**config.mk**
```make
export PLATFORM = sky130hd
export DESIGN_NAME = pplook_ctrl
export DESIGN_NICKNAME = d
export VERILOG_FILES = /design/src/rtl/pplook_pkg.sv /design/src/rtl/pplook_ctrl.sv
export SDC_FILE = /design/constraint.sdc
export NUM_CORES = 1
export LEC_CHECK = 0
export BUFFER_PORTS_ARGS = -buffer_cell sky130_fd_sc_hd__buf_4
export CAP_MARGIN = 25
export CORE_MARGIN = 2
export CORE_UTILIZATION = 59
export DETAILED_ROUTE_END_ITERATION = 6
export PLACE_DENSITY = 0.92
export SKIP_LAST_GASP = 1
export SYNTH_ARGS = -nofsm -noshare
export SYNTH_HDL_FRONTEND = slang
export SYNTH_SLANG_ARGS = --single-unit
```
**constraint.sdc**
```tcl
create_clock -name clk -period 4.87 [get_ports clk]
set_input_delay 0.974 -clock clk [delete_from_list [all_inputs] [get_ports clk]]
set_output_delay 0.974 -clock clk [all_outputs]
set_load 0.005 [all_outputs]
```
**src/rtl/pplook_pkg.sv**
```systemverilog
// ----------------------------------------------------------------------------
// pplook_pkg
// Shared widths, codes and controller/datapath interface types for the
// pure pursuit lookahead search block.
// ----------------------------------------------------------------------------
`default_nettype none

package pplook_pkg;

  // path store
  localparam int PATH_DEPTH = 256;
  localparam int ADDR_W     = $clog2(PATH_DEPTH);
  localparam int CNT_W      = ADDR_W + 1;

  // field widths
  localparam int MODE_W   = 2;
  localparam int STAT_W   = 2;
  localparam int COORD_W  = 24;
  localparam int SPD_W    = 16;
  localparam int DIST_W   = 20;
  localparam int INDEX_W  = 8;
  localparam int R2_W     = 2 * DIST_W;
  localparam int WP_W     = 2 * COORD_W + SPD_W;

  // stream packing
  localparam int IN_TDATA_W  = 64;
  localparam int OUT_FIELD_W = INDEX_W + SPD_W + 1 + 2 * COORD_W + INDEX_W + 1;
  localparam int OUT_TDATA_W = ((OUT_FIELD_W + 7) / 8) * 8;
  localparam int OUT_PAD_W   = OUT_TDATA_W - OUT_FIELD_W;

  // arithmetic widths
  localparam int DIFF_W  = COORD_W + 1;
  localparam int MUL_W   = DIFF_W + 1;
  localparam int PROD_W  = 2 * MUL_W;
  localparam int A_W     = 50;
  localparam int H_W     = 51;
  localparam int WOP_W   = 49;
  localparam int WLO_W   = 25;
  localparam int WHI_W   = WOP_W - WLO_W;
  localparam int WIDE_W  = 2 * WOP_W;
  localparam int RAD_W   = 100;
  localparam int ROOT_W  = RAD_W / 2;
  localparam int REM_W   = ROOT_W + 3;
  localparam int N_W     = 52;
  localparam int DV_W    = 51;
  localparam int Q_W     = 16;
  localparam int T_W     = Q_W + 1;

  // iteration counts
  localparam int WM_STEPS  = 4;
  localparam int SQ_STEPS  = ROOT_W;
  localparam int DIV_STEPS = Q_W;
  localparam int ITER_W    = 6;
  localparam int STEP_W    = 3;

  // register reset
  localparam int LA_RESET = 960;
  localparam logic [R2_W-1:0] R2_RESET = R2_W'(LA_RESET * LA_RESET);

  // input modes
  localparam logic [MODE_W-1:0] MODE_CLEAR  = 2'd0;
  localparam logic [MODE_W-1:0] MODE_APPEND = 2'd1;
  localparam logic [MODE_W-1:0] MODE_QUERY  = 2'd2;
  localparam logic [MODE_W-1:0] MODE_NONE   = 2'd3;

  // result status
  localparam logic [STAT_W-1:0] ST_OK    = 2'd0;
  localparam logic [STAT_W-1:0] ST_FULL  = 2'd1;
  localparam logic [STAT_W-1:0] ST_EMPTY = 2'd2;

  // datapath operations
  typedef enum logic [4:0] {
    OP_NOP,
    OP_LATCH,
    OP_APPEND,
    OP_CL_DIFF,
    OP_M_DXDX,
    OP_M_DYDY,
    OP_CL_CMP,
    OP_SG_P1,
    OP_SG_P2,
    OP_M_FXDX,
    OP_M_FYDY,
    OP_M_FXFX,
    OP_M_FYFY,
    OP_C_FIN,
    OP_WL_HH,
    OP_WL_AC,
    OP_WSTEP,
    OP_W_HH,
    OP_DISC,
    OP_SQ_STEP,
    OP_NCALC,
    OP_NSEL,
    OP_DIV_STEP,
    OP_M_TX,
    OP_M_TY,
    OP_HIT
  } dp_op_t;

  typedef struct packed {
    dp_op_t            op;
    logic [ADDR_W-1:0] addr;
    logic [STEP_W-1:0] step;
    logic              first;
    logic              seed;
  } dp_cmd_t;

  typedef struct packed {
    logic dd_less;
    logic a_zero;
    logic c_neg;
    logic ac_gt_hh;
    logic ok1;
    logic ok2;
    logic spd_zero;
  } dp_stat_t;

  typedef struct packed {
    logic [STAT_W-1:0] status;
    logic              query;
    logic              found;
    logic [ADDR_W-1:0] best;
    logic [ADDR_W-1:0] last_index;
  } ctl_res_t;

endpackage

`default_nettype wire

```
**src/rtl/pplook_ctrl.sv**
```systemverilog
// ----------------------------------------------------------------------------
// pplook_ctrl
// Controller: accepts items, sequences the nearest-waypoint scan and the
// segment intersection search, and hands results to the output register.
// ----------------------------------------------------------------------------
`default_nettype none

module pplook_ctrl
  import pplook_pkg::*;
(
  input  logic              clk,
  input  logic              rst,
  input  logic              in_valid,
  output logic              in_ready,
  input  logic [MODE_W-1:0] in_mode,
  input  logic              out_ready,
  output logic              out_valid,
  output logic              out_load,
  output dp_cmd_t           cmd,
  input  dp_stat_t          stat,
  output ctl_res_t          res
);

  localparam logic [5:0] S_IDLE     = 6'd0;
  localparam logic [5:0] S_APPEND   = 6'd1;
  localparam logic [5:0] S_OUT      = 6'd2;
  localparam logic [5:0] S_CL_RD    = 6'd3;
  localparam logic [5:0] S_CL_DIFF  = 6'd4;
  localparam logic [5:0] S_CL_MX    = 6'd5;
  localparam logic [5:0] S_CL_MY    = 6'd6;
  localparam logic [5:0] S_CL_CMP   = 6'd7;
  localparam logic [5:0] S_CL_END   = 6'd8;
  localparam logic [5:0] S_SG_RD1   = 6'd9;
  localparam logic [5:0] S_SG_RD2   = 6'd10;
  localparam logic [5:0] S_SG_P2    = 6'd11;
  localparam logic [5:0] S_SG_MDX   = 6'd12;
  localparam logic [5:0] S_SG_MDY   = 6'd13;
  localparam logic [5:0] S_SG_MFXDX = 6'd14;
  localparam logic [5:0] S_SG_MFYDY = 6'd15;
  localparam logic [5:0] S_SG_MFXFX = 6'd16;
  localparam logic [5:0] S_SG_MFYFY = 6'd17;
  localparam logic [5:0] S_SG_CFIN  = 6'd18;
  localparam logic [5:0] S_SG_WLH   = 6'd19;
  localparam logic [5:0] S_SG_WSH   = 6'd20;
  localparam logic [5:0] S_SG_WHH   = 6'd21;
  localparam logic [5:0] S_SG_WLA   = 6'd22;
  localparam logic [5:0] S_SG_WSA   = 6'd23;
  localparam logic [5:0] S_SG_DISC  = 6'd24;
  localparam logic [5:0] S_SG_SQ    = 6'd25;
  localparam logic [5:0] S_SG_NCALC = 6'd26;
  localparam logic [5:0] S_SG_NSEL  = 6'd27;
  localparam logic [5:0] S_SG_DIV   = 6'd28;
  localparam logic [5:0] S_SG_MTX   = 6'd29;
  localparam logic [5:0] S_SG_MTY   = 6'd30;
  localparam logic [5:0] S_SG_HIT   = 6'd31;
  localparam logic [5:0] S_SG_NEXT  = 6'd32;

  logic [5:0] state, state_next;
  logic [CNT_W-1:0] count, idx;
  logic [ITER_W-1:0] iter;
  logic [ADDR_W-1:0] start;
  logic [CNT_W:0] idx_p1, idx_p2, start_p1;
  logic accept, full;

  assign in_ready = (state == S_IDLE);
  assign accept   = in_valid && in_ready;
  assign full     = (count == CNT_W'(PATH_DEPTH));
  assign out_load = (state == S_OUT) && (!out_valid || out_ready);
  assign start    = (res.best > res.last_index) ? res.best : res.last_index;
  assign idx_p1   = {1'b0, idx} + 1'b1;
  assign idx_p2   = {1'b0, idx} + 2'd2;
  assign start_p1 = (CNT_W + 1)'(start) + 1'b1;

  // datapath command
  always_comb begin
    cmd.op    = OP_NOP;
    cmd.addr  = idx[ADDR_W-1:0];
    cmd.step  = iter[STEP_W-1:0];
    cmd.first = (idx == '0);
    cmd.seed  = (count == '0);
    unique case (state)
      S_IDLE:     cmd.op = accept ? OP_LATCH : OP_NOP;
      S_APPEND: begin
        cmd.op   = OP_APPEND;
        cmd.addr = count[ADDR_W-1:0];
      end
      S_CL_DIFF:  cmd.op = OP_CL_DIFF;
      S_CL_MX:    cmd.op = OP_M_DXDX;
      S_CL_MY:    cmd.op = OP_M_DYDY;
      S_CL_CMP:   cmd.op = OP_CL_CMP;
      S_SG_RD2: begin
        cmd.op   = OP_SG_P1;
        cmd.addr = idx_p1[ADDR_W-1:0];
      end
      S_SG_P2:    cmd.op = OP_SG_P2;
      S_SG_MDX:   cmd.op = OP_M_DXDX;
      S_SG_MDY:   cmd.op = OP_M_DYDY;
      S_SG_MFXDX: cmd.op = OP_M_FXDX;
      S_SG_MFYDY: cmd.op = OP_M_FYDY;
      S_SG_MFXFX: cmd.op = OP_M_FXFX;
      S_SG_MFYFY: cmd.op = OP_M_FYFY;
      S_SG_CFIN:  cmd.op = OP_C_FIN;
      S_SG_WLH:   cmd.op = OP_WL_HH;
      S_SG_WSH:   cmd.op = OP_WSTEP;
      S_SG_WHH:   cmd.op = OP_W_HH;
      S_SG_WLA:   cmd.op = OP_WL_AC;
      S_SG_WSA:   cmd.op = OP_WSTEP;
      S_SG_DISC:  cmd.op = OP_DISC;
      S_SG_SQ:    cmd.op = OP_SQ_STEP;
      S_SG_NCALC: cmd.op = OP_NCALC;
      S_SG_NSEL:  cmd.op = OP_NSEL;
      S_SG_DIV:   cmd.op = OP_DIV_STEP;
      S_SG_MTX:   cmd.op = OP_M_TX;
      S_SG_MTY:   cmd.op = OP_M_TY;
      S_SG_HIT:   cmd.op = OP_HIT;
      default:    cmd.op = OP_NOP;
    endcase
  end

  // next state
  always_comb begin
    state_next = state;
    unique case (state)
      S_IDLE: begin
        if (accept) begin
          case (in_mode)
            MODE_APPEND: state_next = full ? S_OUT : S_APPEND;
            MODE_QUERY:  state_next = (count == '0) ? S_OUT : S_CL_RD;
            default:     state_next = S_OUT;
          endcase
        end
      end
      S_APPEND:   state_next = S_OUT;
      S_OUT:      state_next = out_load ? S_IDLE : S_OUT;
      S_CL_RD:    state_next = S_CL_DIFF;
      S_CL_DIFF:  state_next = S_CL_MX;
      S_CL_MX:    state_next = S_CL_MY;
      S_CL_MY:    state_next = S_CL_CMP;
      S_CL_CMP:   state_next = (idx_p1 < (CNT_W + 1)'(count)) ? S_CL_RD : S_CL_END;
      S_CL_END: begin
        if (stat.spd_zero || !(start_p1 < (CNT_W + 1)'(count))) begin
          state_next = S_OUT;
        end else begin
          state_next = S_SG_RD1;
        end
      end
      S_SG_RD1:   state_next = S_SG_RD2;
      S_SG_RD2:   state_next = S_SG_P2;
      S_SG_P2:    state_next = S_SG_MDX;
      S_SG_MDX:   state_next = S_SG_MDY;
      S_SG_MDY:   state_next = S_SG_MFXDX;
      S_SG_MFXDX: state_next = S_SG_MFYDY;
      S_SG_MFYDY: state_next = S_SG_MFXFX;
      S_SG_MFXFX: state_next = S_SG_MFYFY;
      S_SG_MFYFY: state_next = S_SG_CFIN;
      S_SG_CFIN:  state_next = stat.a_zero ? S_SG_NEXT : S_SG_WLH;
      S_SG_WLH:   state_next = S_SG_WSH;
      S_SG_WSH:   state_next = (iter == ITER_W'(WM_STEPS)) ? S_SG_WHH : S_SG_WSH;
      S_SG_WHH:   state_next = S_SG_WLA;
      S_SG_WLA:   state_next = S_SG_WSA;
      S_SG_WSA:   state_next = (iter == ITER_W'(WM_STEPS)) ? S_SG_DISC : S_SG_WSA;
      S_SG_DISC:  state_next = (!stat.c_neg && stat.ac_gt_hh) ? S_SG_NEXT : S_SG_SQ;
      S_SG_SQ:    state_next = (iter == ITER_W'(SQ_STEPS - 1)) ? S_SG_NCALC : S_SG_SQ;
      S_SG_NCALC: state_next = S_SG_NSEL;
      S_SG_NSEL:  state_next = (stat.ok1 || stat.ok2) ? S_SG_DIV : S_SG_NEXT;
      S_SG_DIV:   state_next = (iter == ITER_W'(DIV_STEPS - 1)) ? S_SG_MTX : S_SG_DIV;
      S_SG_MTX:   state_next = S_SG_MTY;
      S_SG_MTY:   state_next = S_SG_HIT;
      S_SG_HIT:   state_next = S_OUT;
      S_SG_NEXT:  state_next = (idx_p2 < (CNT_W + 1)'(count)) ? S_SG_RD1 : S_OUT;
      default:    state_next = S_IDLE;
    endcase
  end

  // control registers
  always_ff @(posedge clk) begin
    if (rst) begin
      state          <= S_IDLE;
      count          <= '0;
      idx            <= '0;
      iter           <= '0;
      out_valid      <= 1'b0;
      res.status     <= ST_OK;
      res.query      <= 1'b0;
      res.found      <= 1'b0;
      res.best       <= '0;
      res.last_index <= '0;
    end else begin
      state <= state_next;

      // output beat handshake
      if (out_load) begin
        out_valid <= 1'b1;
      end else if (out_ready) begin
        out_valid <= 1'b0;
      end

      // iteration counter for multi-step units
      if (state_next != state) begin
        iter <= '0;
      end else begin
        iter <= iter + 1'b1;
      end

      unique case (state)
        S_IDLE: begin
          if (accept) begin
            res.status <= ST_OK;
            res.query  <= 1'b0;
            res.found  <= 1'b0;
            res.best   <= '0;
            idx        <= '0;
            if (in_mode == MODE_CLEAR) begin
              count <= '0;
            end else if (in_mode == MODE_APPEND && full) begin
              res.status <= ST_FULL;
            end else if (in_mode == MODE_QUERY && count == '0) begin
              res.status <= ST_EMPTY;
            end
          end
        end
        S_APPEND: begin
          if (count == '0) begin
            res.last_index <= '0;
          end
          count <= count + 1'b1;
        end
        S_CL_CMP: begin
          if (idx == '0 || stat.dd_less) begin
            res.best <= idx[ADDR_W-1:0];
          end
          idx <= idx_p1[CNT_W-1:0];
        end
        S_CL_END: begin
          res.query <= 1'b1;
          idx       <= CNT_W'(start);
        end
        S_SG_HIT: begin
          res.last_index <= idx[ADDR_W-1:0];
          res.found      <= 1'b1;
        end
        S_SG_NEXT: idx <= idx_p1[CNT_W-1:0];
        default: ;
      endcase
    end
  end

endmodule

`default_nettype wire

```
Word level (Yosys, flattened, before mapping)
Index checks and enable logic that the tools add are counted.
- logic and storage cells: 135
- bits in registers: 51
- reductions and logical operators: 36
- equal/unequal tests: 43
- muxes and demuxes: 37
- magnitude comparators: 4
- add/subtract/negate cells: 5
- operators by type and width (cell ; number):
    $pmux 6 s32 ; 1
    $pmux 5 s25 ; 1
    $eq 6x5->1 const B ; 16
    $eq 6x4->1 const B ; 9
    $pmux 8 s2 ; 3
    $eq 6x3->1 const B ; 5
    $mux 9 ; 3
    $pmux 9 s3 ; 1
    $mux 6 ; 4
    $mux 8 ; 3
    $lt 10x9->1 ; 2
    $logic_not 9->1 ; 2
    $pmux 9 s2 ; 1
    $mux 4 ; 4
    $eq 6x2->1 const B ; 2
    $eq 6x6->1 const B ; 2
    $mux 2 ; 6
    $reduce_bool 2->1 ; 6
    $reduce_or 2->1 ; 6
    $add 9x1->10 const B ; 1
    $add 9x2->10 const B ; 1
    $mux 10 ; 1
    $reduce_and 2->1 ; 5
    $add 8x1->9 const B ; 1
    other kinds (21) ; 39

Logic depth before layout (Yosys ltp)
Gate-level depths: netlist (run 1).
- word-level depth: 10
- depth in mapped cells: 20
- mapped depth without buffers: 19

Least setup slack after synthesis (run 1)
OpenSTA, ideal clock, no wires.
- path type: flip-flop to flip-flop
- start: register res[1] (netlist name)
- end: register iter[2]
- setup time: 124 ps
- data arrival time: 4081 ps
- cell stages (with the launch flop): 21
- slack: 665 ps
- buffers on the path: 1
- path through: dfxtp_1 > inv_1 > ha_1 > nor2b_1 > o211ai_1 > a21oi_1 > o21ai_0 > buf_2 > mux2_2 > ha_1 > nand2_1 > xnor2_1 > ha_1 > a21oi_1 > o211ai_1 > a2111oi_0 > and2_1 > a311o_1 > nor4_1 > o22ai_2 > nor2_1
- word-level cells in the longest chain between the ends: 10
- RTL lines (item ; line ; RTL):
    start: declaration ; pplook_ctrl.sv:21 ; output ctl_res_t res
    $gt 8x8->1 ; pplook_ctrl.sv:69 ; assign start = (res.best > res.last_index) ? res.best : res.last_index;
    $mux 8 (*) ; pplook_ctrl.sv:69 ;
    $add 8x1->9 (*) ; pplook_ctrl.sv:72 ; assign start_p1 = (CNT_W + 1)'(start) + 1'b1;
    $lt 9x9->1 (*) ; pplook_ctrl.sv:141 ; if (stat.spd_zero || !(start_p1 < (CNT_W + 1)'(count))) begin
    $logic_not 1->1 (*) ; pplook_ctrl.sv:141 ;
    $logic_or 1x1->1 (*) ; pplook_ctrl.sv:141 ;
    $mux 4 (*) ; pplook_ctrl.sv:141 ;
    $pmux 6 s32 (*) ; pplook_ctrl.sv:123 ; unique case (state)
    $ne 6x6->1 (*) ; pplook_ctrl.sv:199 ; if (state_next != state) begin
    $reduce_or 2->1 (no line) (*) ; - ;
    end signal: assignment ; pplook_ctrl.sv:202 ; iter <= iter + 1'b1;
    end: declaration ; pplook_ctrl.sv:60 ; logic [ITER_W-1:0] iter;
Every way passes the cells marked *; elsewhere a longest branch is shown, timed or not.
A chain may end at the register's enable or synchronous reset.

Worst setup path after layout (run 1)
- start: register res[1] (netlist name)
- end: register iter[3]
The elaborated chain is that of the path after synthesis.

==> run summary, run 1 <==
Worst-case reg-to-reg path depth -> 20
Final Instance Area -> 4910 um^2
Yosys top cell by area -> dfxtp_1
Die area -> 8030 um^2
Met3 Use GR -> 0.0512
Fmax -> 215 MHz
Syn Area/Cell -> 7.53 um^2
Pwr/cell area -> 161 nW/um^2
CTS Buffer Depth -> 2
Hold_sp -> res[19]
Wire length per cell -> 17.9 um
CP startpoint -> res[1]
Antenna viol nets, final -> 0
Syn_nets -> 631
Clock Skew -> 13.1 ps
Most frequent cells in the layout -> nor2_1 (85), buf_4 (62), dfxtp_1 (51)
GRT Util Overall -> 0.323
Rel. slew slack -> 0.419
Sw Ratio -> 0.292
Total power -> 0.000792 W
Die width -> 89.6 um
Clk slew on worst S/H paths -> 120 ps
Num CTS Buffers -> 5
Worst hold margin -> 466 ps
Htree depth -> 2
Nets -> 670
Critical Path Start Type -> flop
Core Region -> 7180 um^2
Pre-antenna DRT Iters -> 6
VDD IR max -> 0.000144 V
Switch Pwr -> 0.000231 W
Initial antenna violation count -> 0
# fillers -> 613
Io pins -> 54
Share of total power in the clock network -> 0.357
Clock tree sinks -> 51
Share of the synthesized area in the top cell type -> 0.236
Placed Area -> 4780 um^2
Flop pwr share -> 0.541
Top cells by area, synth -> dfxtp_1 (24%), ha_1 (13%), nor2_1 (7.4%), a21oi_1 (4.4%), nand2_1 (3.8%)
CP arrival -> 4850 ps
Reg-to-reg slack, setup -> 230 ps
Synth Register Bits -> 51
Inserted Diodes -> 0
Drt total wl -> 12.8 mm
Pin count of the biggest net entering global routing -> 41
Worst Path Max Fanout -> 11
CP Class -> reg -> reg
1st-iter DRT viols -> 471
Commonest non-fill, non-tap cell in the layout -> nor2_1
HP Class -> reg -> reg
Max-cap viol count -> 0
Met1 Use GR -> 0.406
Int Pwr -> 0.000561 W
Combinational share of power -> 0.102
Row count -> 31
Post-CTS setup buffer count -> 0
Synth async-reset ratio -> 0
Hold Vio Cnt, Final -> 0
Unique masters post-synth -> 62
Clock Tree Root -> clkbuf_8
PortBufs -> 53
Hold buffer count at cts -> 0
Chip height -> 89.6 um
Busiest metal layer after global routing -> met2
Routed vias/inst -> 6.47
Worst Hold End -> res[19]
Worst Path Required -> 5080 ps
Starting Density -> 0.603
Setup TNS -> 0 ps
Final Critical Period -> 4640 ps
Layout Utilization -> 0.684
Cts repair resizes -> 0
Hold Crit Depth -> 2
Status -> complete, no violations
Cell leakage power -> 2.04 nW
Gp weighted congestion -> 0.984
Final Cycle Share -> 0.953
P&R area growth vs syn -> 13.5%
Post-synth EDFFs -> 0
First-pass GRT wire length -> 20.2 mm
DRC -> 0
DP HPWL -> 9.31 mm
Final Max Tran Viols -> 0
Worst Setup End Kind -> flop
Post-Synthesis Cell Area -> 4320 um^2
Clk Latency, worst-skew pair -> 330 ps
Congestion Overflow GR -> 0
Worst Tran Pin Value -> 872 ps
Sequential fraction of the synthesis area -> 0.236
Final Setup Violations -> 0
Reg2reg start -> res[1]
Top_reg_cell synth -> dfxtp_1
Met2 Use GR -> 0.548
Vias -> 4611
Worst r2r dst -> iter[3]
Yosys warns -> 0
Share of cells above drive strength 1 -> 0.143
Vias in the first global route -> 4190
CTS tree -> done
Mapped Cells -> 574
## cell usage after synthesis (3+ instances only)
| master | n |
|---|---|
| a2111oi_0 | 4 |
| a211o_1 | 4 |
| a211oi_1 | 14 |
| a21o_1 | 4 |
| a21oi_1 | 38 |
| a221o_1 | 6 |
| a221oi_1 | 3 |
| a222oi_1 | 3 |
| a22oi_1 | 10 |
| and2_1 | 5 |
| and2b_1 | 3 |
| and3_1 | 6 |
| and4_1 | 3 |
| buf_1 | 4 |
| buf_4 | 4 |
| clkbuf_1 | 21 |
| dfxtp_1 | 51 |
| ha_1 | 44 |
| inv_1 | 29 |
| mux2_2 | 5 |
| mux2i_1 | 6 |
| nand2_1 | 44 |
| nand2b_1 | 12 |
| nand3_1 | 26 |
| nand4_1 | 8 |
| nand4b_1 | 3 |
| nor2_1 | 85 |
| nor2b_1 | 6 |
| nor3_1 | 15 |
| nor3b_1 | 3 |
| nor4_1 | 6 |
| o211ai_1 | 4 |
| o21a_1 | 3 |
| o21ai_0 | 19 |
| o22ai_1 | 3 |
| or3_1 | 4 |
| xnor2_1 | 18 |
| xor2_1 | 14 |
## stage by stage
step | worst slack, ps | std cells
6_report | 229 | 713
3_3_place_gp | 421 | 704
4_1_cts | 119 | 713
3_5_place_dp | 144 | 705
5_1_grt | -84.7 | 713
2_1_floorplan | 665 | 574
## layer usage
layer	part of all wire	vias to the layer above
met3	0.079	53
met1	0.40	2159
met2	0.49	248
met4	0.035	0
met5	0	-
li1	-	2151
## cells by family after synthesis
group           Yosys count  synth area share
compound gates          134             0.214
xor+xnor                 32            0.0648
fa+ha+maj                44             0.127
buf+inv                  60            0.0561
flops                    51             0.236
mux                      11            0.0269
simple gates            242             0.275
## worst max-delay path, cell delays in order (launching register included)
cell	delay, ps
dfxtp_1	420
inv_1	60
ha_1	300
nor2b_1	140
o211ai_1	250
a21oi_1	110
o21ai_0	160
buf_4	230
mux2_2	370
ha_1	240
nand2_1	100
xnor2_1	90
ha_1	320
nand2_1	100
o211ai_1	320
a2111oi_4	140
and2_1	180
a311o_1	360
o31a_1	260
o22ai_2	280
nor2_1	90
## registers in the layout (all words and copies together), names as in the netlist
name       count
count          9
out_valid      1
state          6
idx            9
iter           6
res           20
## layout make-up
cell class | count | area (um^2) | area share
clock buffers | 5 | 68.8 | 0.0140
clock inverters | 3 | 28.8 | 0.00586
inverters | 29 | 109 | 0.0222
multi-input cells | 463 | 3090 | 0.629
flip-flops and latches | 51 | 1020 | 0.208
well taps | 99 | 124 | 0.0252
repair buffers | 63 | 470 | 0.0959
## power groups by stage
stage          sequential, W  clock, W  combinational [W]
2_1_floorplan       0.000434         0          0.0000540
3_3_place_gp        0.000438         0          0.0000752
5_1_grt             0.000430  0.000296          0.0000877
6_report            0.000429  0.000283          0.0000808
4_1_cts             0.000429  0.000278          0.0000790
3_5_place_dp        0.000438         0          0.0000787
## worst max path at each step
stage / endpoint / slack (ps) / cells past startpoint
global placement: iter[4] / 420 / 20
global route: iter[2] / -80 / 20
CTS: iter[3] / 120 / 20
finish: iter[3] / 230 / 20
floorplan: iter[2] / 670 / 20
detailed placement: iter[4] / 140 / 20
Power figures use the tool's default switching activity.
==> inputs of run 2 (changes only) <==
--- a/config.mk
+++ b/config.mk
@@ -5,8 +5,9 @@
 export SDC_FILE = /design/constraint.sdc
 export NUM_CORES = 1
 export LEC_CHECK = 0
-export BUFFER_PORTS_ARGS = -buffer_cell sky130_fd_sc_hd__buf_4
+export BUFFER_PORTS_ARGS = -buffer_cell sky130_fd_sc_hd__buf_2
 export CAP_MARGIN = 25
+export CORE_ASPECT_RATIO = 1.75
 export CORE_MARGIN = 2
 export CORE_UTILIZATION = 59
 export DETAILED_ROUTE_END_ITERATION = 6
==> run summary, run 2 (synthesis results as in run 1) <==
Share of total power in the clock network -> 0.478 (+0.121)
Commonest non-fill, non-tap cell in the layout -> nor2_1
Clk slew on worst S/H paths -> 70 ps (-50 ps)
RSZ-0062 raised after global routing -> no
Cell leakage power -> 2.08 nW (+2.0%)
Worst Setup End Kind -> flop
GRT Util Overall -> 0.349 (+0.0260)
Pre-antenna DRT Iters -> 5 (-1)
Hold buffer count at cts -> 0 (unchanged)
Int Pwr -> 0.000743 W (+32%)
Worst r2r dst -> iter[5]
Pwr/cell area -> 199 nW/um^2 (+23%)
Hold Vio Cnt, Final -> 0 (unchanged)
Busiest metal layer after global routing -> met2
Routed vias/inst -> 6.75 (+4.3%)
Critical Path Start Type -> flop
CP max stage cell -> mux2i_1
Setup TNS -> 0 ps (unchanged)
Starting Density -> 0.602 (about the same)
HP Class -> reg -> reg
Io pins -> 54 (unchanged)
Critical path cell sequence -> inv_1 -> ha_1 -> nor2b_1 -> o211ai_1 -> a21oi_1 -> o21ai_1 -> buf_12 -> mux2i_1 -> xor2_1 -> ha_1 -> nand2_1 -> o211ai_1 -> a2111oi_2 -> and2_1 -> a311o_1 -> o31a_1 -> o22ai_2 -> nor2_1
Buf/Inv on CP -> 2 (unchanged)
P&R area growth vs syn -> 12.4%
Clock Skew -> 2.63 ps (-10.5 ps)
CP Class -> reg -> reg
Placed Area -> 4640 um^2 (-3.0%)
Worst Tran Pin Value -> 944 ps (+71.6 ps)
Vias in the first global route -> 4404 (+5.1%)
Delay-heaviest family, CP -> compound AO/OA/AOI/OAI gates
Final Critical Period -> 4560 ps (-79.0 ps)
Clk Latency, worst-skew pair -> 300 ps (-30 ps)
Cell count after placement -> 691 (-2.0%)
Hold Crit Depth -> 2 (unchanged)
Most frequent cells in the layout -> nor2_1 (85), buf_2 (54), dfxtp_1 (51)
Register area -> 1020 um^2 (unchanged)
Met2 Use GR -> 0.562 (+0.0141)
Combinational share of power -> 0.078 (-0.024)
Worst Path Required -> 5050 ps (-30 ps)
Gp weighted congestion -> 1.00 (+1.8%)
Wire length per cell -> 19.3 um (+7.3%)
Vias -> 4729 (+2.6%)
DP HPWL -> 9.77 mm (+5.0%)
Clock Tree Root -> clkbuf_16
Num CTS Buffers -> 5 (unchanged)
Multi-input logic area -> 3070 um^2 (-0.41%)
Final Instance Area -> 4860 um^2 (-0.94%)
Max reg flops -> 20 (unchanged)
Met1 Use GR -> 0.355 (-0.0507)
Final Setup Violations -> 0 (unchanged)
Largest Register -> res
Nets -> 671 (+0.15%)
Drt total wl -> 13.5 mm (+5.5%)
Antenna viol nets, final -> 0 (unchanged)
Final Max Tran Viols -> 0 (unchanged)
Max-cap viol count -> 0 (unchanged)
DRC -> 0 (unchanged)
Die width -> 68.7 um (-23%)
First-pass GRT wire length -> 21.1 mm (+4.6%)
Crit path depth -> 18 (-10%)
Congestion Overflow GR -> 0 (unchanged)
Top flop regs -> res x20, count x9, idx x9
Reg-to-reg slack, setup -> 310 ps (+80 ps)
Htree depth -> 2 (unchanged)
CP arrival -> 4740 ps (-110 ps)
Chip height -> 117 um (+31%)
Sw Ratio -> 0.231 (-0.0609)
Finished Layout Cells -> 701 (-1.7%)
Final Cycle Share -> 0.937 (-0.0162)
# fillers -> 616 (+0.49%)
Reg2reg start -> res[1]
Inserted Diodes -> 0 (unchanged)
Status -> complete, no violations
Pin count of the biggest net entering global routing -> 41 (unchanged)
Worst Hold End -> res[19]
Die area -> 8060 um^2 (+0.33%)
Clock tree sinks -> 51 (unchanged)
CTS Buffer Depth -> 2 (unchanged)
Hold_sp -> res[19]
Worst Path Max Fanout -> 11 (unchanged)
Rel. slew slack -> 0.370 (-0.0486)
Flop pwr share -> 0.443 (-0.098)
Worst-case reg-to-reg path depth -> 18 (-10%)
PortBufs -> 53 (unchanged)
1st-iter DRT viols -> 519 (+10%)
Initial antenna violation count -> 0 (unchanged)
Row count -> 41 (+32%)
VDD IR max -> 0.000323 V (+120%)
Max stage delay on crit path -> 670 ps (+250 ps)
Switch Pwr -> 0.000223 W (-3.6%)
Fmax -> 219 MHz (+1.7%)
Share of cells above drive strength 1 -> 0.145 (+0.00139)
Met3 Use GR -> 0.100 (+0.0492)
CTS tree -> done
Core Region -> 7180 um^2 (about the same)
-- run 2: cell types whose count changed in the layout (fill, tap and decap cells not counted) --
cell        delta
clkinv_4       -2
bufinv_16      +2
a2111oi_2      +1
clkbuf_16      +5
buf_4         -53
a2111oi_4      -1
clkinvlp_4     +1
clkbuf_8       -5
buf_2         +53
inv_8          -1
o21ai_0        -1
o21ai_1        +1
buf_12         +1
-- run 2: area by class of cell --
type                            count  area share
Clock buffer                        5      0.0257
Clock inverter                      3      0.0139
Inverter                           29      0.0224
Multi-Input combinational cell    463       0.632
Sequential cell                    51       0.210
Tap cell                           86      0.0221
Timing Repair Buffer               64      0.0736
-- run 2: power by group through the flow --
stage	clock network (W)	registers [W]	logic, W
after floorplan	0	0.000434	0.0000540
after global placement	0	0.000437	0.0000703
after detailed placement	0	0.000437	0.0000733
after CTS	0.000465	0.000428	0.0000733
after global routing	0.000473	0.000429	0.0000823
final	0.000462	0.000428	0.0000756
-- run 2: how the worst max path moves through the flow --
| stage | end | slack [ps] | startpoint |
|---|---|---|---|
| after floorplan | iter[2] | 670 | res[1] |
| after global placement | iter[2] | 480 | res[1] |
| after detailed placement | iter[4] | 250 | res[1] |
| after CTS | iter[5] | 220 | res[1] |
| after global routing | iter[5] | 50 | res[1] |
| final | iter[5] | 310 | res[1] |
-- run 2: per-stage QoR --
step                hold WS [ps]  worst slack (ps)  utilization  total power [W]
floorplan                    448               665            -         0.000488
global placement             439               485        0.645         0.000507
detailed placement           452               247        0.646         0.000511
CTS                          462               215        0.673         0.000966
global route                 504              46.5        0.677         0.000984
finish                       455               308        0.677         0.000966
-- run 2: worst min-delay path, stage by stage, from the launching register on --
cell	delay, ps
dfxtp_1	310
nand2_1	50
a21oi_1	50
-- run 2: what timing repair did --
action                     in CTS  in global routing
buffers inserted                0                  2
hold endpoints to repair        0                  0
gates resized for setup         0                  4
setup endpoints to repair       0                  6
-- run 2: per-layer routing --
layer  share of wire  wire, um
met5               0         0
met4           0.091      1220
met3           0.086      1160
met2            0.49      6560
met1            0.34      4560
==> inputs of run 3 (changes only) <==
==> constraint.sdc (replaced) <==
create_clock -name clk -period 4.2 [get_ports clk]
set_input_delay 0.84 -clock clk [delete_from_list [all_inputs] [get_ports clk]]
set_output_delay 0.84 -clock clk [all_outputs]
set_load 0.005 [all_outputs]
==> run summary, run 3 (synthesis results as in run 1) <==
Worst-case reg-to-reg path depth -> 19 (+1)
Final Setup Violations -> 6 (+6)
Status -> finished with violations
Nets -> 698 (+4.0%)
Final Critical Period -> 4390 ps (-176 ps)
Pre-antenna DRT Iters -> 7 (+2)
Chip height -> 117 um (unchanged)
Worst Path Required -> 4390 ps (-660 ps)
CP Class -> reg -> reg
First-pass GRT wire length -> 22.2 mm (+5.2%)
Final Cycle Share -> 1.04 (+0.108)
Final Max Tran Viols -> 0 (unchanged)
DP HPWL -> 10.5 mm (+7.0%)
Setup ws final -> -186 ps (-494 ps)
Pwr/cell area -> 193 nW/um^2 (-2.8%)
Reg-to-reg slack, setup -> -190 ps (-490 ps)
Clock Tree Root -> clkbuf_16
Critical Path Start Type -> flop
Clock tree sinks -> 51 (unchanged)
CP Capture Point -> iter[5]
Starting Density -> 0.602 (unchanged)
DRC -> 1 (+1)
Gp weighted congestion -> 1.02 (+2.3%)
Share of cells above drive strength 1 -> 0.224 (+0.0796)
Most frequent cells in the layout -> nor2_1 (84), buf_2 (54), dfxtp_1 (47)
VDD IR max -> 0.000206 V (-36%)
RSZ-0062 raised after global routing -> yes
Setup TNS -> -1070 ps (-1070 ps)
Hold Vio Cnt, Final -> 0 (unchanged)
Vias -> 5104 (+7.9%)
Clk Latency, worst-skew pair -> 310 ps (about the same)
CP startpoint -> res[0]
Worst hold margin -> 454 ps (-0.251 ps)
Worst Setup End Kind -> flop
Core Region -> 7180 um^2 (unchanged)
HP Class -> reg -> reg
Inserted Diodes -> 0 (unchanged)
CTS tree -> done
Num CTS Buffers -> 5 (unchanged)
Worst r2r dst -> iter[5]
Row count -> 41 (unchanged)
Routed vias/inst -> 7.01 (+3.9%)
CP arrival -> 4580 ps (-160 ps)
GRT Util Overall -> 0.368 (+0.0187)
Top flop regs -> res x20, count x9, idx x9
Congestion Overflow GR -> 0 (unchanged)
Max reg flops -> 20 (unchanged)
P&R area growth vs syn -> 20.1%
Max-cap viol count -> 0 (unchanged)
Die width -> 68.7 um (unchanged)
PortBufs -> 53 (unchanged)
Rel. slew slack -> 0.231 (-0.139)
Drt total wl -> 15.5 mm (+15%)
Vias in the first global route -> 4695 (+6.6%)
1st-iter DRT viols -> 737 (+42%)
Initial antenna violation count -> 0 (unchanged)
Pin count of the biggest net entering global routing -> 41 (unchanged)
Clk slew on worst S/H paths -> 80 ps (about the same)
Worst Path Max Fanout -> 6 (-5)
Clock Skew -> 11.2 ps (+8.60 ps)
Antenna viol nets, final -> 0 (unchanged)
Cell leakage power -> 2.24 nW (+7.8%)
Violated checks -> DRC, setup timing
Fmax -> 228 MHz (+4.0%)
Worst Tran Pin Value -> 1140 ps (+200 ps)
Commonest non-fill, non-tap cell in the layout -> nor2_1
Hold buffer count at cts -> 0 (unchanged)
Die area -> 8060 um^2 (unchanged)
CTS Buffer Depth -> 2 (unchanged)
Wire length per cell -> 21.3 um (+11%)
Largest Register -> res
Reg2reg start -> res[0]
Io pins -> 54 (unchanged)
Htree depth -> 2 (unchanged)
[run 3: cell count changes in the layout (fill, tap and decap cells not counted), sizes merged]
cell and change:
clkinvlp -1, clkinv +3, bufinv -2, buf +27
[run 3: cell type report]
type	count	area (um^2)
clock buffers	5	125
clock inverters	3	15.0
well taps	86	108
fillers	556	1990
repair buffers	91	556
multi-input cells	463	3250
inverters	29	109
flip-flops and latches	51	1030
[run 3: worst min path at each step]
stage / startpoint / to / slack (ps) / depth (start not counted)
after global placement: res[19] / res[19] / 440 / 2
after global routing: res[19] / res[19] / 470 / 2
after CTS: res[19] / res[19] / 450 / 2
final: res[19] / res[19] / 450 / 2
after floorplan: res[19] / res[19] / 450 / 2
after detailed placement: res[19] / res[19] / 440 / 2
[run 3: critical path, stage by stage (launching register included)]
cell and delay, ps:
dfxtp_1 490, ha_1 250, nor2b_4 40, o211ai_1 290, a21oi_1 140, o21ai_2 200
buf_2 230, nor2_1 80, a31o_2 230, nand2_2 90, xnor2_2 90, ha_1 360
nand2_1 150, o211ai_1 300, a2111oi_4 130, and2_1 180, a311o_1 370, o31a_1 330
o22ai_4 240, nor2_1 70
[run 3: power breakdown]
part	internal, W	switching (W)	total [W]
Sequential	0.000488	0.00000793	0.000496
Clock	0.000218	0.000196	0.000414
Combinational	0.0000327	0.0000588	0.0000916
[run 3: metal layers]
| layer | vias to the layer above | wire [um] | track usage |
|---|---|---|---|
| li1 | 2204 | - | - |
| met2 | 418 | 7620 | 0.617 |
| met5 | - | 0 | 0 |
| met4 | 0 | 1560 | 0.316 |
| met1 | 2324 | 4890 | 0.357 |
| met3 | 158 | 1460 | 0.0994 |
[run 3: stage by stage]
stage          area (um^2)  utilization  power, W  cells  setup WS [ps]
2_1_floorplan         4330            -  0.000566    574           36.1
3_3_place_gp          4770        0.664  0.000589    709           29.3
3_5_place_dp          4770        0.664  0.000593    709           -103
4_1_cts               4950        0.690  0.000988    721           20.4
5_1_grt               5190        0.723   0.00102    728           -459
6_report              5190        0.723   0.00100    728           -186
[run 3: repair_timing]
action,4_1_cts,5_1_grt
resized for setup,4,44
setup endpoints to repair,6,8
pin swaps,2,19
gates cloned,1,0
buffers inserted,3,7
